--- config.mk ---
export PLATFORM = sky130hd
export DESIGN_NAME = write_ring_offset_lookup_top
export DESIGN_NICKNAME = d
export VERILOG_FILES = /design/src/rtl/wrol_pkg.sv /design/src/rtl/wrol_slot_mem.sv /design/src/rtl/wrol_step_unit.sv /design/src/rtl/write_ring_offset_lookup_top.sv
export SDC_FILE = /design/constraint.sdc
export NUM_CORES = 1
export LEC_CHECK = 0
export BUFFER_PORTS_ARGS = -buffer_cell sky130_fd_sc_hd__buf_2
export CORE_ASPECT_RATIO = 1.4
export CORE_MARGIN = 1.5
export CORE_UTILIZATION = 45
export CTS_CLUSTER_DIAMETER = 120
export DETAILED_ROUTE_END_ITERATION = 16
export HOLD_SLACK_MARGIN = 0.03
export MAX_ROUTING_LAYER = met4
export PLACE_DENSITY = 0.66
export SYNTH_ARGS = -nofsm -noshare
export SYNTH_HDL_FRONTEND = slang
export SYNTH_SLANG_ARGS = --single-unit
export TNS_END_PERCENT = 100
--- constraint.sdc ---
create_clock -name aclk -period 8.6 [get_ports aclk]
set_input_delay 2.15 -clock aclk [delete_from_list [all_inputs] [get_ports aclk]]
set_output_delay 2.15 -clock aclk [all_outputs]
set_load 0.03 [all_outputs]
--- src/rtl/wrol_pkg.sv ---
// ----------------------------------------------------------------------------
// wrol_pkg
// Shared constants, types and saturation helpers for the record ring with
// offset lookup.
// ----------------------------------------------------------------------------
package wrol_pkg;

    localparam int SLOT_COUNT = 16;
    localparam int SIZE_BITS  = 16;

    localparam int IDX_BITS   = (SLOT_COUNT > 1) ? $clog2(SLOT_COUNT) : 1;
    localparam int CNT_BITS   = $clog2(SLOT_COUNT + 1);
    localparam int ACC_BITS   = SIZE_BITS + CNT_BITS;

    localparam int HANDLE_W   = 32;
    localparam int IN_SIZE_W  = 16;
    localparam int OFFSET_W   = 20;
    localparam int REC_W      = 4;
    localparam int HALF_W     = 16;
    localparam int SUM_W      = 20;

    localparam int SAT_W      = (ACC_BITS > SUM_W) ? ACC_BITS + 1 : SUM_W + 1;
    localparam int HB_W       = (SIZE_BITS > HALF_W) ? SIZE_BITS : HALF_W;
    localparam int RC_W       = (CNT_BITS > REC_W) ? CNT_BITS : REC_W;

    typedef enum logic [1:0] {
        OP_ADD      = 2'd0,
        OP_FIND     = 2'd1,
        OP_TOTAL    = 2'd2,
        OP_POSITION = 2'd3
    } op_t;

    typedef struct packed {
        op_t  op;
        logic last;
    } step_ctl_t;

    function automatic logic [SUM_W-1:0] sat_sum(input logic [ACC_BITS-1:0] v);
        logic [SAT_W-1:0] w;
        w = SAT_W'(v);
        if (w > SAT_W'({SUM_W{1'b1}})) begin
            return {SUM_W{1'b1}};
        end
        return w[SUM_W-1:0];
    endfunction

    function automatic logic [HALF_W-1:0] sat_half(input logic [SIZE_BITS-1:0] v);
        logic [HB_W-1:0] w;
        w = HB_W'(v);
        if (w > HB_W'({HALF_W{1'b1}})) begin
            return {HALF_W{1'b1}};
        end
        return w[HALF_W-1:0];
    endfunction

endpackage

--- src/rtl/wrol_slot_mem.sv ---
// ----------------------------------------------------------------------------
// wrol_slot_mem
// Record slot storage: one write port, one read port with registered data.
// ----------------------------------------------------------------------------
module wrol_slot_mem (
    input  logic                               aclk,
    input  logic                               wr_en,
    input  logic [wrol_pkg::IDX_BITS-1:0]      wr_addr,
    input  logic [wrol_pkg::HANDLE_W-1:0]      wr_handle,
    input  logic [wrol_pkg::SIZE_BITS-1:0]     wr_size,
    input  logic [wrol_pkg::IDX_BITS-1:0]      rd_addr,
    output logic [wrol_pkg::HANDLE_W-1:0]      rd_handle,
    output logic [wrol_pkg::SIZE_BITS-1:0]     rd_size
);

    logic [wrol_pkg::HANDLE_W-1:0]  handle_mem [wrol_pkg::SLOT_COUNT];
    logic [wrol_pkg::SIZE_BITS-1:0] size_mem   [wrol_pkg::SLOT_COUNT];

    always_ff @(posedge aclk) begin
        if (wr_en) begin
            handle_mem[wr_addr] <= wr_handle;
            size_mem[wr_addr]   <= wr_size;
        end
        rd_handle <= handle_mem[rd_addr];
        rd_size   <= size_mem[rd_addr];
    end

endmodule

--- src/rtl/wrol_step_unit.sv ---
// ----------------------------------------------------------------------------
// wrol_step_unit
// Shared add and compare step applied to one stored record per cycle.
// ----------------------------------------------------------------------------
module wrol_step_unit (
    input  wrol_pkg::step_ctl_t                ctl,
    input  logic [wrol_pkg::ACC_BITS-1:0]      acc,
    input  logic [wrol_pkg::SIZE_BITS-1:0]     size,
    input  logic [wrol_pkg::OFFSET_W-1:0]      target,
    input  logic [wrol_pkg::IN_SIZE_W-1:0]     byte_val,
    output logic [wrol_pkg::ACC_BITS-1:0]      sum,
    output logic [wrol_pkg::SIZE_BITS-1:0]     diff,
    output logic                               hit
);

    logic [wrol_pkg::SIZE_BITS-1:0] addend;
    logic [wrol_pkg::SAT_W-1:0]     wide_diff;

    always_comb begin
        if (ctl.op == wrol_pkg::OP_POSITION && ctl.last) begin
            addend = wrol_pkg::SIZE_BITS'(byte_val);
        end else begin
            addend = size;
        end
        sum       = acc + wrol_pkg::ACC_BITS'(addend);
        wide_diff = wrol_pkg::SAT_W'(target) - wrol_pkg::SAT_W'(acc);
        diff      = wide_diff[wrol_pkg::SIZE_BITS-1:0];
        unique case (ctl.op)
            wrol_pkg::OP_FIND: begin
                hit = wrol_pkg::SAT_W'(target) < wrol_pkg::SAT_W'(sum);
            end
            wrol_pkg::OP_POSITION: begin
                hit = wrol_pkg::HB_W'(byte_val) < wrol_pkg::HB_W'(size);
            end
            default: begin
                hit = 1'b0;
            end
        endcase
    end

endmodule

--- src/rtl/write_ring_offset_lookup_top.sv ---
// ----------------------------------------------------------------------------
// write_ring_offset_lookup_top
// Overwriting ring of record slots with find, total and position lookups.
// ----------------------------------------------------------------------------
//  channel | ports                                   | direction
//  s_      | s_valid s_ready s_operation ... s_byte_in_record | in
//  m_      | m_valid m_ready m_ok ... m_sum_bytes     | out
//
//  an add, or a request with no record to walk, goes from ST_IDLE to ST_DONE;
//  find, total and position first walk N records in ST_WALK, N the stored
//  count, or record_number + 1, or fewer when a find hits early
//  the walk reads one slot per cycle through the single memory read port and
//  the shared adder and comparator
//  reset is synchronous active low and empties the ring; slot contents are
//  not cleared
//  a finished result waits in the output register; s_ready is high only while
//  no request is being walked or waiting to be moved to the output register
// ----------------------------------------------------------------------------
module write_ring_offset_lookup_top (
    input  logic                               aclk,
    input  logic                               aresetn,
    input  logic                               s_valid,
    output logic                               s_ready,
    input  logic [1:0]                         s_operation,
    input  logic [wrol_pkg::HANDLE_W-1:0]      s_record_handle,
    input  logic [wrol_pkg::IN_SIZE_W-1:0]     s_record_size,
    input  logic [wrol_pkg::OFFSET_W-1:0]      s_byte_offset,
    input  logic [wrol_pkg::REC_W-1:0]         s_record_number,
    input  logic [wrol_pkg::IN_SIZE_W-1:0]     s_byte_in_record,
    output logic                               m_valid,
    input  logic                               m_ready,
    output logic                               m_ok,
    output logic [wrol_pkg::HANDLE_W-1:0]      m_found_handle,
    output logic [wrol_pkg::HALF_W-1:0]        m_found_size,
    output logic [wrol_pkg::HALF_W-1:0]        m_offset_in_found,
    output logic [wrol_pkg::SUM_W-1:0]         m_sum_bytes
);

    typedef enum logic [1:0] {
        ST_IDLE,
        ST_WALK,
        ST_DONE
    } state_t;

    state_t                              state_reg;
    wrol_pkg::op_t                       op_reg;
    logic [wrol_pkg::IDX_BITS-1:0]       write_idx_reg;
    logic [wrol_pkg::IDX_BITS-1:0]       oldest_idx_reg;
    logic                                ring_full_reg;
    logic [wrol_pkg::IDX_BITS-1:0]       idx_reg;
    logic [wrol_pkg::CNT_BITS-1:0]       issue_cnt_reg;
    logic [wrol_pkg::CNT_BITS-1:0]       proc_cnt_reg;
    logic [wrol_pkg::CNT_BITS-1:0]       lim_reg;
    logic                                rd_vld_reg;
    logic [wrol_pkg::ACC_BITS-1:0]       acc_reg;
    logic [wrol_pkg::OFFSET_W-1:0]       target_reg;
    logic [wrol_pkg::IN_SIZE_W-1:0]      byte_reg;

    logic                                res_ok_reg;
    logic [wrol_pkg::HANDLE_W-1:0]       res_handle_reg;
    logic [wrol_pkg::HALF_W-1:0]         res_size_reg;
    logic [wrol_pkg::HALF_W-1:0]         res_off_reg;
    logic [wrol_pkg::SUM_W-1:0]          res_sum_reg;

    logic                                m_valid_reg;
    logic                                m_ok_reg;
    logic [wrol_pkg::HANDLE_W-1:0]       m_handle_reg;
    logic [wrol_pkg::HALF_W-1:0]         m_size_reg;
    logic [wrol_pkg::HALF_W-1:0]         m_off_reg;
    logic [wrol_pkg::SUM_W-1:0]          m_sum_reg;

    wrol_pkg::op_t                       in_op;
    logic                                in_xfer;
    logic [wrol_pkg::CNT_BITS-1:0]       stored_cnt;
    logic [wrol_pkg::IDX_BITS-1:0]       first_idx;
    logic [wrol_pkg::CNT_BITS-1:0]       walk_len;
    logic [wrol_pkg::IDX_BITS-1:0]       write_idx_inc;
    logic [wrol_pkg::IDX_BITS-1:0]       oldest_idx_inc;
    logic [wrol_pkg::IDX_BITS-1:0]       oldest_idx_new;
    logic [wrol_pkg::IDX_BITS-1:0]       idx_inc;
    logic                                issue;
    logic                                last;
    logic [wrol_pkg::HANDLE_W-1:0]       rd_handle;
    logic [wrol_pkg::SIZE_BITS-1:0]      rd_size;
    wrol_pkg::step_ctl_t                 step_ctl;
    logic [wrol_pkg::ACC_BITS-1:0]       step_sum;
    logic [wrol_pkg::SIZE_BITS-1:0]      step_diff;
    logic                                step_hit;

    function automatic logic [wrol_pkg::IDX_BITS-1:0] next_slot(
        input logic [wrol_pkg::IDX_BITS-1:0] i
    );
        if (i == wrol_pkg::IDX_BITS'(wrol_pkg::SLOT_COUNT - 1)) begin
            return '0;
        end
        return i + 1'b1;
    endfunction

    assign s_ready           = (state_reg == ST_IDLE);
    assign in_xfer           = s_valid && s_ready;
    assign in_op             = wrol_pkg::op_t'(s_operation);

    assign m_valid           = m_valid_reg;
    assign m_ok              = m_ok_reg;
    assign m_found_handle    = m_handle_reg;
    assign m_found_size      = m_size_reg;
    assign m_offset_in_found = m_off_reg;
    assign m_sum_bytes       = m_sum_reg;

    assign write_idx_inc  = next_slot(write_idx_reg);
    assign oldest_idx_inc = next_slot(oldest_idx_reg);
    assign oldest_idx_new = ring_full_reg ? oldest_idx_inc : oldest_idx_reg;
    assign idx_inc        = next_slot(idx_reg);

    always_comb begin
        stored_cnt = ring_full_reg ? wrol_pkg::CNT_BITS'(wrol_pkg::SLOT_COUNT)
                                   : wrol_pkg::CNT_BITS'(write_idx_reg);
        first_idx  = ring_full_reg ? oldest_idx_reg : '0;
        if (in_op == wrol_pkg::OP_POSITION) begin
            if (wrol_pkg::RC_W'(s_record_number) < wrol_pkg::RC_W'(stored_cnt)) begin
                walk_len = wrol_pkg::CNT_BITS'(s_record_number) + 1'b1;
            end else begin
                walk_len = '0;
            end
        end else begin
            walk_len = stored_cnt;
        end
    end

    assign issue         = (state_reg == ST_WALK) && (issue_cnt_reg != lim_reg);
    assign last          = (proc_cnt_reg + 1'b1) == lim_reg;
    assign step_ctl.op   = op_reg;
    assign step_ctl.last = last;

    wrol_slot_mem u_slot_mem (
        .aclk      (aclk),
        .wr_en     (in_xfer && in_op == wrol_pkg::OP_ADD),
        .wr_addr   (write_idx_reg),
        .wr_handle (s_record_handle),
        .wr_size   (wrol_pkg::SIZE_BITS'(s_record_size)),
        .rd_addr   (idx_reg),
        .rd_handle (rd_handle),
        .rd_size   (rd_size)
    );

    wrol_step_unit u_step_unit (
        .ctl      (step_ctl),
        .acc      (acc_reg),
        .size     (rd_size),
        .target   (target_reg),
        .byte_val (byte_reg),
        .sum      (step_sum),
        .diff     (step_diff),
        .hit      (step_hit)
    );

    always_ff @(posedge aclk) begin
        if (!aresetn) begin
            state_reg      <= ST_IDLE;
            write_idx_reg  <= '0;
            oldest_idx_reg <= '0;
            ring_full_reg  <= 1'b0;
            rd_vld_reg     <= 1'b0;
            m_valid_reg    <= 1'b0;
        end else begin
            if (m_valid_reg && m_ready && state_reg != ST_DONE) begin
                m_valid_reg <= 1'b0;
            end
            unique case (state_reg)
                ST_IDLE: begin
                    if (s_valid) begin
                        op_reg         <= in_op;
                        target_reg     <= s_byte_offset;
                        byte_reg       <= s_byte_in_record;
                        idx_reg        <= first_idx;
                        issue_cnt_reg  <= '0;
                        proc_cnt_reg   <= '0;
                        lim_reg        <= walk_len;
                        acc_reg        <= '0;
                        rd_vld_reg     <= 1'b0;
                        res_ok_reg     <= 1'b0;
                        res_handle_reg <= '0;
                        res_size_reg   <= '0;
                        res_off_reg    <= '0;
                        res_sum_reg    <= '0;
                        if (in_op == wrol_pkg::OP_ADD) begin
                            write_idx_reg  <= write_idx_inc;
                            oldest_idx_reg <= oldest_idx_new;
                            if (write_idx_inc == oldest_idx_new) begin
                                ring_full_reg <= 1'b1;
                            end
                            state_reg <= ST_DONE;
                        end else if (walk_len == '0) begin
                            state_reg <= ST_DONE;
                        end else begin
                            state_reg <= ST_WALK;
                        end
                    end
                end
                ST_WALK: begin
                    rd_vld_reg <= issue;
                    if (issue) begin
                        idx_reg       <= idx_inc;
                        issue_cnt_reg <= issue_cnt_reg + 1'b1;
                    end
                    if (rd_vld_reg) begin
                        proc_cnt_reg <= proc_cnt_reg + 1'b1;
                        acc_reg      <= step_sum;
                        unique case (op_reg)
                            wrol_pkg::OP_FIND: begin
                                if (step_hit) begin
                                    res_ok_reg     <= 1'b1;
                                    res_handle_reg <= rd_handle;
                                    res_size_reg   <= wrol_pkg::sat_half(rd_size);
                                    res_off_reg    <= wrol_pkg::sat_half(step_diff);
                                    state_reg      <= ST_DONE;
                                end else if (last) begin
                                    state_reg <= ST_DONE;
                                end
                            end
                            wrol_pkg::OP_TOTAL: begin
                                if (last) begin
                                    res_sum_reg <= wrol_pkg::sat_sum(step_sum);
                                    state_reg   <= ST_DONE;
                                end
                            end
                            wrol_pkg::OP_POSITION: begin
                                if (last) begin
                                    res_ok_reg <= step_hit;
                                    if (step_hit) begin
                                        res_sum_reg <= wrol_pkg::sat_sum(step_sum);
                                    end
                                    state_reg <= ST_DONE;
                                end
                            end
                            default: begin
                                state_reg <= ST_DONE;
                            end
                        endcase
                    end
                end
                ST_DONE: begin
                    rd_vld_reg <= 1'b0;
                    if (!m_valid_reg || m_ready) begin
                        m_valid_reg  <= 1'b1;
                        m_ok_reg     <= res_ok_reg;
                        m_handle_reg <= res_handle_reg;
                        m_size_reg   <= res_size_reg;
                        m_off_reg    <= res_off_reg;
                        m_sum_reg    <= res_sum_reg;
                        state_reg    <= ST_IDLE;
                    end
                end
                default: begin
                    state_reg <= ST_IDLE;
                end
            endcase
        end
    end

endmodule

## Word-level counts from Yosys, hierarchy flattened

Memories as Yosys holds them, arrays and structs flattened. A register that Yosys moved wholly into a read port is not among the register bits.
Cells that the tools add are included.

- Memory bits (writable): 768
- Output and inout bits: 87
- Bits in registers: 261
- Word-level logic and storage cells: 190
- Input port bits: 94
- Memories: 2

- $add $sub $neg: 8
- Reductions and logical operators: 25
- Mux-type cells: 100
- Eq/ne operators: 25
- $lt $le $gt $ge: 6

Memories:

| name | words | width | read ports | clocked after Yosys merged registers in | write ports | RTL line | text |
|---|---|---|---|---|---|---|---|
| u_slot_mem.handle_mem | 16 | 32 | 1 | 1 | 1 | wrol_slot_mem.sv:16 | `logic [wrol_pkg::HANDLE_W-1:0] handle_mem [wrol_pkg::SLOT_COUNT];` |
| u_slot_mem.size_mem | 16 | 16 | 1 | 1 | 1 | wrol_slot_mem.sv:17 | `logic [wrol_pkg::SIZE_BITS-1:0] size_mem [wrol_pkg::SLOT_COUNT];` |

Operator list:

| kind | number |
|---|---|
| two-way mux 16 bit | 12 |
| two-way mux 20 bit | 8 |
| two-way mux 32 bit | 4 |
| one-hot mux 20 bit (2 select lines) | 2 |
| one-hot mux 16 bit (2 select lines) | 2 |
| one-hot mux 32 bit (2 select lines) | 1 |
| two-way mux 21 bit | 2 |
| one-hot mux 21 bit (2 select lines) | 1 |
| two-way mux 4 bit | 10 |
| two-way mux 1 bit | 36 |
| > comparator 16 bit, second input constant | 2 |
| two-way mux 5 bit | 6 |
| adder 21 x 16 -> 21 bit | 1 |
| > comparator 21 x 20 -> 1 bit, second input constant | 1 |
| < comparator 20 x 21 -> 1 bit | 1 |
| one-hot mux 5 bit (2 select lines) | 2 |
| < comparator 16 bit | 1 |
| subtractor 16 bit | 1 |
| two-way mux 2 bit | 7 |
| adder 4 x 1 -> 4 bit, second input constant | 3 |
| == test 4 bit, second input constant | 3 |
| inequality test 2 bit, second input constant | 6 |
| inequality test 3 bit, second input constant | 4 |
| AND reduction 3 bit | 4 |
| 28 further kinds | 44 |

## Depth between registers and ports, before layout

Gate-level depths: netlist of run 1.

- Depth in word-level cells: 19
- Depth in mapped cells: 25
- Mapped depth without buffers: 25

## Hierarchy

A second synthesis of run 1 with hierarchy kept.

- Cell total of the unflattened synthesis: 2,146
- Area total of the unflattened synthesis: 41,842.6 sq um

By module, submodules not included:

| module | sequential area each (sq um) | cells an instance | area an instance (sq um) | times used |
|---|---|---|---|---|
| wrol_slot_mem | 24,023.0 | 1,242 | 29,691.0 | 1 |
| write_ring_offset_lookup_top | 7,707.4 | 564 | 9,634.2 | 1 |
| wrol_step_unit | 0.0 | 340 | 2,517.4 | 1 |

## Least setup slack after synthesis of run 1

OpenSTA, ideal clock, no wires.

- Kind: register to register
- Start point: register proc_cnt_reg[0] (netlist name)
- End point: register res_handle_reg[0] (netlist name) (enable)
- Clock period less this slack: 8,094 ps
- Slack: 506 ps
- Stages on the path, launching flop included: 25
- Arrival: 7,604 ps
- Required time: 8,110 ps
- Path buffers: 1
- Cells stage by stage: edfxtp_1 -> ha_1 -> xnor2_1 -> xor2_1 -> nand3_1 -> nor3_2 -> nand3_2 -> buf_2 -> mux2_2 -> ha_1 -> a21o_1 -> a2111oi_4 -> nor2_1 -> a31oi_1 -> o21ai_1 -> xnor2_2 -> ha_1 -> and3_1 -> nand4_1 -> o211ai_1 -> a311oi_1 -> o21ai_0 -> a311oi_2 -> nor3_2 -> a221oi_2

- Longest elaborated chain between the ends: 9

Ends and longest elaborated chain:

| what | RTL line | text |
|---|---|---|
| start: declaration | write_ring_offset_lookup_top.sv:52 | `logic [wrol_pkg::CNT_BITS-1:0] proc_cnt_reg;` |
| start signal: assignment | write_ring_offset_lookup_top.sv:207 | `proc_cnt_reg <= proc_cnt_reg + 1'b1;` |
| adder 5 x 1 -> 5 bit | write_ring_offset_lookup_top.sv:131 | `assign last = (proc_cnt_reg + 1'b1) == lim_reg;` |
| == test 5 bit | write_ring_offset_lookup_top.sv:131 |  |
| logical AND 1 bit | wrol_step_unit.sv:20 | `if (ctl.op == wrol_pkg::OP_POSITION && ctl.last) begin` |
| two-way mux 16 bit | wrol_step_unit.sv:20 |  |
| adder 21 x 16 -> 21 bit | wrol_step_unit.sv:25 | `sum = acc + wrol_pkg::ACC_BITS'(addend);` |
| < comparator 20 x 21 -> 1 bit | wrol_step_unit.sv:30 | `hit = wrol_pkg::SAT_W'(target) < wrol_pkg::SAT_W'(sum);` |
| one-hot mux 1 bit (2 select lines) | wrol_step_unit.sv:28 | `unique case (ctl.op)` |
| inequality test 2 bit (no source line) | - |  |
| AND reduction 6 bit (no source line) | - |  |
| end signal: assignment | write_ring_offset_lookup_top.sv:213 | `res_handle_reg <= rd_handle;` |
| end: declaration | write_ring_offset_lookup_top.sv:60 | `logic [wrol_pkg::HANDLE_W-1:0] res_handle_reg;` |

No other way between the ends.
A chain may end at the register's enable or synchronous reset.

## Worst setup path after layout of run 1

- Start point: register proc_cnt_reg[0] (netlist name)
- End point: register res_handle_reg[16] (netlist name) (enable)

Same word-level chain as after synthesis.

==> impl_metrics.yaml, run 1 <==
status:
  outcome: "completed"
routing:
  drt_iter0_markers: 1815
  wl_per_cell_um: 24.6
  viasPerCell: 5.65
  drcViolationCount: 0
  num_vias: 22300
  drt-pass1-iter-count: 5
  antenna_left: 0
  wirelength_mm: 96.9
timing:
  rsz0062_at_grt: "no"
  timing.final.crit_share: 0.833
  drv_slew: 0
  finalSetupViolations: 0
  worst_slew_pin_slew_ns: 1.34
  timing.max_slew.rel_slack: 0.109
  fin_tns_setup_ns: 0
  max_freq_mhz: 140
  finClkSkew_ns: 0.0482
  fin_crit_ns: 7.16
  hold_viol_final: 0
yosys:
  synth_compound_area_frac: 0.0618
  yosysWarnings: 0
  yosysSeqAreaShare: 0.749
  synth.avg_cell_area_sq_um: 17.6
  ys.flop_type: "edfxtp_1"
  synth-xor-area-share: 0.0107
  syn-instance-count: 2415
  muxShareOfSynthArea: 0.103
  synth_area_sq_um: 42400
  synth_fp_nets: 2588
  async_flop_share: 0
  yosys.area_share.simple: 0.0376
  yosysUniqueCellTypes: 64
  synth_edf_count: 1016
  synth_top_family_by_area: "multiplexers"
  ys_ff_latch: 1077
  synth_fa_ha_area_frac: 0.0237
placement:
  hpwl_mm: 53.9
  numPortBuffers: 180
  placed_area_sq_um: 44900
  gp_congestion: 0.882
layout:
  syn_to_final_growth_pct: 14.1
  postLayoutCellArea_sq_um: 48400
  largest_reg_flops: 512
  top_register: "u_slot_mem.handle_mem"
  finalNetCount: 2804
  layout-drive-gt1-share: 0.213
  top_regs: "u_slot_mem.handle_mem (512), u_slot_mem.size_mem (256)"
worst_setup_path:
  worstPathRequired_ns: 8.95
  arrival_ns: 7.51
  rrSetupSlack_ns: 1.44
  start_kind: "flop"
  worstReg2RegEnd: "res_handle_reg[16]$_SDFFCE_PN0P_"
  crit_top_cell: "ha_1"
  crit_path_end_kind: "flop"
  worst-r2r-cell-count: 25
  cpPeakStageDelay_ns: 0.47
  critPathKind: "flop to flop"
  r2r-start: "proc_cnt_reg[0]$_SDFFCE_PN0P_"
  crit_buf_inv: 1
  cpLargestDelayFamily: "compound AO/OA/AOI/OAI gates"
  cp_slowest_cell: "a2111oi_4"
  cp_max_fo: 17
clocking:
  cts_tree: "done"
  numCtsBuffers: 101
  cts_htree_levels: 3
  path_clk_slew_ns: 0.07
  hold_buffers: 0
  post-cts-setup-buffer-count: 0
  clk_latency_ns: 0.69
  numClockSinks: 1077
  cts.path.max_buffers: 3
  cts_resized: 0
  root_buffer: "clkbuf_16"
global_route:
  grt_first_pass_wirelength_mm: 145
  antenna_found_initial: 18
  grt_max_degree: 126
  grt_overflow: 0
  first_global_vias: 23500
  grt_use_total: 0.207
die:
  core.rowCount: 133
  start_util: 0.452
  die_width_um: 262
  die_h_um: 366
  die-area_sq_um: 96100
  core_sq_um: 93700
  pin_count: 181
worst_hold_path:
  hold_path_class: "flop to flop"
  hp-start: "res_handle_reg[16]$_SDFFCE_PN0P_"
  whs_path_depth: 0
  hold_end: "m_found_handle[16]$_DFFE_PP_"
power:
  p_leak_nw: 16.6
  p_per_area_nw_per_um2: 232
  peakVddDrop_mv: 0.184
job:
  drv_cap: 0
==> through the flow <==
| stage | worst slack (ns) | total power, mW | cells | util | hold WS [ns] |
|---|---|---|---|---|---|
| finish | 1.44 | 11.2 | 3945 | 0.516 | 0.409 |
| global route | 0.959 | 11.6 | 3944 | 0.516 | 0.425 |
| CTS | 1.45 | 11.3 | 3933 | 0.516 | 0.398 |
| detailed placement | 1.50 | 6.79 | 3743 | 0.479 | 0.405 |
| global placement | 1.65 | 6.76 | 3743 | 0.479 | 0.401 |
| floorplan | 0.506 | 6.51 | 2415 | - | 0.400 |
==> layout by cell type (no fill, tap or decap), types with 14 or more instances in the layout <==
cell type,n
inv_1,52
nand2_1,97
a22oi_1,48
ha_1,77
nand2b_1,16
xnor2_1,25
clkbuf_1,19
dfxtp_1,61
xor2_1,23
a221oi_1,48
nand3_1,20
clkinv_2,19
nor2_1,82
buf_4,32
buf_2,180
mux4_2,96
o21ai_0,129
a21o_1,18
edfxtp_1,1016
mux2i_1,150
clkbuf_16,101
and2_1,43
o21ai_1,19
a21oi_1,90
nor3_1,14
mux2_2,64
==> final cells by class <==
| type | count | area (sq um) |
|---|---|---|
| fill | 7455 | 45300 |
| antenna | 12 | 30.0 |
| clock buffer | 131 | 2750 |
| timing repair buffer | 216 | 1220 |
| clock inverter | 59 | 693 |
| multi-input combinational | 1183 | 10200 |
| sequential | 1077 | 31700 |
| tap | 1215 | 1520 |
| inverter | 52 | 195 |
==> cells by family (layout without fill, tap and decap cells) <==
group / after synthesis / after routing
flip-flops: 1077 / 1077
AO/OA/AOI/OAI: 410 / 410
AND/OR/NAND/NOR: 334 / 334
multiplexers: 310 / 310
buffers and inverters: 155 / 458
adder cells (fa/ha/maj): 79 / 79
XOR/XNOR: 50 / 50
other: 0 / 12
==> where the power goes <==
| group | switching (mW) | internal, mW | leakage [nW] |
|---|---|---|---|
| logic | 0.496 | 0.278 | 5.15 |
| clock network | 1.96 | 2.59 | 1.68 |
| registers | 0.0518 | 5.85 | 9.75 |
| total | 2.51 | 8.72 | 16.6 |
==> layer usage <==
metal	share of wire	global-route usage	wire length (um)	up-vias
met5	0	-	0	-
met4	0.027	0.0667	2640	0
met1	0.40	0.248	38900	11400
li1	-	-	-	9973
met3	0.054	0.0345	5230	169
met2	0.52	0.359	50100	700
==> synthesized netlist by cell type (3+ instances only) <==
cell	n	share of area
edfxtp_1	1016	0.72
mux2i_1	150	0.035
o21ai_0	129	0.015
nand2_1	98	0.0087
mux4_2	96	0.051
nor2_1	95	0.0084
a21oi_1	91	0.011
ha_1	77	0.023
clkbuf_1	64	0.0057
mux2_2	64	0.017
dfxtp_1	61	0.029
inv_1	52	0.0046
a221oi_1	48	0.0099
a22oi_1	48	0.0085
and2_1	44	0.0065
xnor2_1	25	0.0052
xor2_1	23	0.0048
buf_2	21	0.0025
nand3_1	20	0.0024
o21ai_1	19	0.0022
a21o_1	18	0.0032
buf_1	18	0.0016
nor3_1	18	0.0021
nand2b_1	17	0.0025
nor2b_1	14	0.0021
a211oi_1	7	0.0012
a31oi_1	6	0.00089
o211ai_1	6	0.0011
a21boi_0	5	0.00089
and3_1	5	0.00074
nand4_1	5	0.00074
o21a_1	5	0.00089
nor4_1	3	0.00044
o22ai_1	3	0.00044
o31ai_1	3	0.00053
or2_2	3	0.00044
==> worst max path at each step <==
stage | cells after the start | endpoint | start
detailed placement | 25 | res_handle_reg[16]$_SDFFCE_PN0P_ | proc_cnt_reg[0]$_SDFFCE_PN0P_
finish | 25 | res_handle_reg[16]$_SDFFCE_PN0P_ | proc_cnt_reg[0]$_SDFFCE_PN0P_
floorplan | 24 | res_handle_reg[0]$_SDFFCE_PN0P_ | proc_cnt_reg[0]$_SDFFCE_PN0P_
global placement | 25 | res_handle_reg[15]$_SDFFCE_PN0P_ | proc_cnt_reg[0]$_SDFFCE_PN0P_
CTS | 25 | res_handle_reg[16]$_SDFFCE_PN0P_ | proc_cnt_reg[0]$_SDFFCE_PN0P_
global route | 25 | res_handle_reg[16]$_SDFFCE_PN0P_ | proc_cnt_reg[0]$_SDFFCE_PN0P_
No activity file was read; power rests on OpenSTA's default activity.
==> run 2: changes to the inputs <==
--- a/config.mk
+++ b/config.mk
@@ -13,7 +13,7 @@
 export DETAILED_ROUTE_END_ITERATION = 16
 export HOLD_SLACK_MARGIN = 0.03
 export MAX_ROUTING_LAYER = met4
-export PLACE_DENSITY = 0.66
+export PLACE_DENSITY = 0.63
 export SYNTH_ARGS = -nofsm -noshare
 export SYNTH_HDL_FRONTEND = slang
 export SYNTH_SLANG_ARGS = --single-unit
==> constraint.sdc (replaced) <==
create_clock -name aclk -period 6.7 [get_ports aclk]
set_input_delay 1.675 -clock aclk [delete_from_list [all_inputs] [get_ports aclk]]
set_output_delay 1.675 -clock aclk [all_outputs]
set_load 0.03 [all_outputs]
==> run 2 against run 1 <==
- final cell count rose by 0.15%
- sequential power is 28% higher
- largest cell class unchanged
- first-iteration DRC count down 4.5%
- design area increased by 0.32%
- power grew 28%
- count of clock-buffer cells in the layout up 5
- register-to-register slack got worse by 1.1 ns
- setup slack got worse by 1.1 ns
==> impl_metrics.yaml, run 2 (synthesized netlist as in run 1, its figures left out) <==
die:
  die_width_um: 262
  core.rowCount: 133
  die-area_sq_um: 96100
  die_h_um: 366
  pin_count: 181
  core_sq_um: 93700
  start_util: 0.452
worst_setup_path:
  r2r-start: "proc_cnt_reg[0]$_SDFFCE_PN0P_"
  start_kind: "flop"
  arrival_ns: 6.74
  critPathKind: "flop to flop"
  rrSetupSlack_ns: 0.29
  worstPathRequired_ns: 7.03
  worstReg2RegEnd: "res_size_reg[0]$_SDFFCE_PN0P_"
  crit_path_end_kind: "flop"
  worst-r2r-cell-count: 25
  cp_max_fo: 42
power:
  p_sw_mw: 3.19
  p_leak_nw: 16.6
  total_power_mw: 14.4
  peakVddDrop_mv: 0.216
  clockPowerShare: 0.403
  p_sw_frac: 0.222
  p_per_area_nw_per_um2: 296
  p_comb_frac: 0.069
  intPower_mw: 11.2
  seq_power_share: 0.528
worst_hold_path:
  hold_end: "m_found_handle[23]$_DFFE_PP_"
  whs_path_depth: 0
  hold_path_class: "flop to flop"
  hp-start: "res_handle_reg[23]$_SDFFCE_PN0P_"
placement:
  hpwl_mm: 53.2
  numPortBuffers: 180
  gp_congestion: 0.916
  placed_cells: 3749
routing:
  drcViolationCount: 0
  wirelength_mm: 96.2
  drt-pass1-iter-count: 11
  wl_per_cell_um: 24.4
  drt_iter0_markers: 1733
  antenna_left: 0
  num_vias: 22100
  viasPerCell: 5.61
layout:
  top_regs: "u_slot_mem.handle_mem (512), u_slot_mem.size_mem (256)"
  final_common_cell: "edfxtp_1"
  multi_input_area_sq_um: 10300
  largest_reg_flops: 512
  top_register: "u_slot_mem.handle_mem"
  syn_to_final_growth_pct: 14.4
  fin_cells: 3951
  layout-drive-gt1-share: 0.220
  final_cell_mix: "1016 x edfxtp_1, 180 x buf_2, 150 x mux2i_1"
  fillCellCount: 7504
  final_core_util: 0.518
  finalNetCount: 2809
  register_area_sq_um: 31700
job:
  drv_cap: 0
clocking:
  numClockSinks: 1077
  cts.path.max_buffers: 3
  clk_latency_ns: 0.68
  post-cts-setup-buffer-count: 0
  path_clk_slew_ns: 0.06
  numCtsBuffers: 100
  root_buffer: "clkbuf_16"
  cts_htree_levels: 3
  cts_tree: "done"
timing:
  rsz0062_at_grt: "no"
  timing.final.crit_share: 0.957
  finClkSkew_ns: 0.0340
  worst_slew_pin_slew_ns: 1.19
  timing.max_slew.rel_slack: 0.206
  hold_viol_final: 0
  drv_slew: 0
  finalSetupViolations: 0
  max_freq_mhz: 156
  fin_crit_ns: 6.41
  fin_hold_ws_ns: 0.416
  fin_tns_setup_ns: 0
global_route:
  grt_overflow: 0
  grt_first_pass_wirelength_mm: 144
  grt_use_total: 0.206
  grt_use_met1: 0.247
  antenna_found_initial: 15
  busiest_layer: "met2"
  met2_usage: 0.360
  grt_max_degree: 119
  first_global_vias: 23100
  globalRouteMet3Util: 0.0317
status:
  outcome: "completed"
## run 2: cell count changes in the layout (fill, tap and decap cells not counted), sizes merged
cell / delta
buf: +6
clkbuf: +5
clkinv: -5
bufinv: -2
inv: +2
clkinvlp: -1
diode: +1
## run 2: power by group through the flow
stage / Combinational, mW / Sequential [mW] / Clock [mW]
after floorplan: 0.625 / 7.74 / 0
after global placement: 0.963 / 7.72 / 0
after detailed placement: 0.999 / 7.72 / 0
after CTS: 1.00 / 7.58 / 5.90
after global routing: 1.10 / 7.59 / 6.15
final: 0.997 / 7.58 / 5.78
## run 2: repair_timing
| action | 4_1_cts | 5_1_grt |
|---|---|---|
| gates resized for setup | 0 | 5 |
| endpoints found under the setup margin | 0 | 62 |
| hold buffers | 0 | 0 |
## run 2: metrics by stage
stage	cell area [sq um]	setup WS [ns]
after floorplan	42500	-0.0849
after global placement	45100	0.182
after detailed placement	45100	0.0473
after CTS	48500	0.0295
after global routing	48500	0.0205
final	48500	0.291
## run 2: worst max path at each step
stage / startpoint / endpoint / cells after the start
global placement: proc_cnt_reg[0]$_SDFFCE_PN0P_ / res_handle_reg[16]$_SDFFCE_PN0P_ / 24
detailed placement: proc_cnt_reg[0]$_SDFFCE_PN0P_ / res_handle_reg[16]$_SDFFCE_PN0P_ / 25
global route: proc_cnt_reg[0]$_SDFFCE_PN0P_ / res_handle_reg[27]$_SDFFCE_PN0P_ / 26
CTS: proc_cnt_reg[0]$_SDFFCE_PN0P_ / res_handle_reg[23]$_SDFFCE_PN0P_ / 25
floorplan: proc_cnt_reg[0]$_SDFFCE_PN0P_ / res_handle_reg[0]$_SDFFCE_PN0P_ / 24
finish: proc_cnt_reg[0]$_SDFFCE_PN0P_ / res_size_reg[0]$_SDFFCE_PN0P_ / 25
## run 2: layout make-up
type                    instances  share of cell area
diodes                         13            0.000671
clock inverters                53              0.0118
well taps                    1215              0.0313
inverters                      52             0.00402
multi-input cells            1183               0.212
flip-flops and latches       1077               0.654
repair buffers                222              0.0275
clock buffers                 136              0.0581
## run 2: routing by layer
| metal | vias to the layer above | wire length [um] |
|---|---|---|
| li1 | 9995 | - |
| met1 | 11400 | 38700 |
| met2 | 631 | 50700 |
| met3 | 156 | 4770 |
| met4 | 0 | 2110 |
| met5 | - | 0 |
## run 2: critical path: stages, from the launching register on
cell and delay [ns]:
edfxtp_1 0.45, ha_2 0.24, xnor2_2 0.17, xor2_1 0.17
nand3_1 0.14, nor3_4 0.31, nand3_4 0.24, mux2_4 0.38
ha_4 0.21, a21o_1 0.16, a21o_1 0.21, a2111oi_4 0.43
nor4_2 0.15, o211ai_1 0.26, a21boi_1 0.12, xnor2_1 0.32
ha_1 0.32, and3_1 0.19, nand4_1 0.10, o211ai_1 0.10
a311oi_1 0.20, o21ai_1 0.11, a311oi_2 0.30, nor3_2 0.11
a221oi_4 0.34, buf_12 0.28
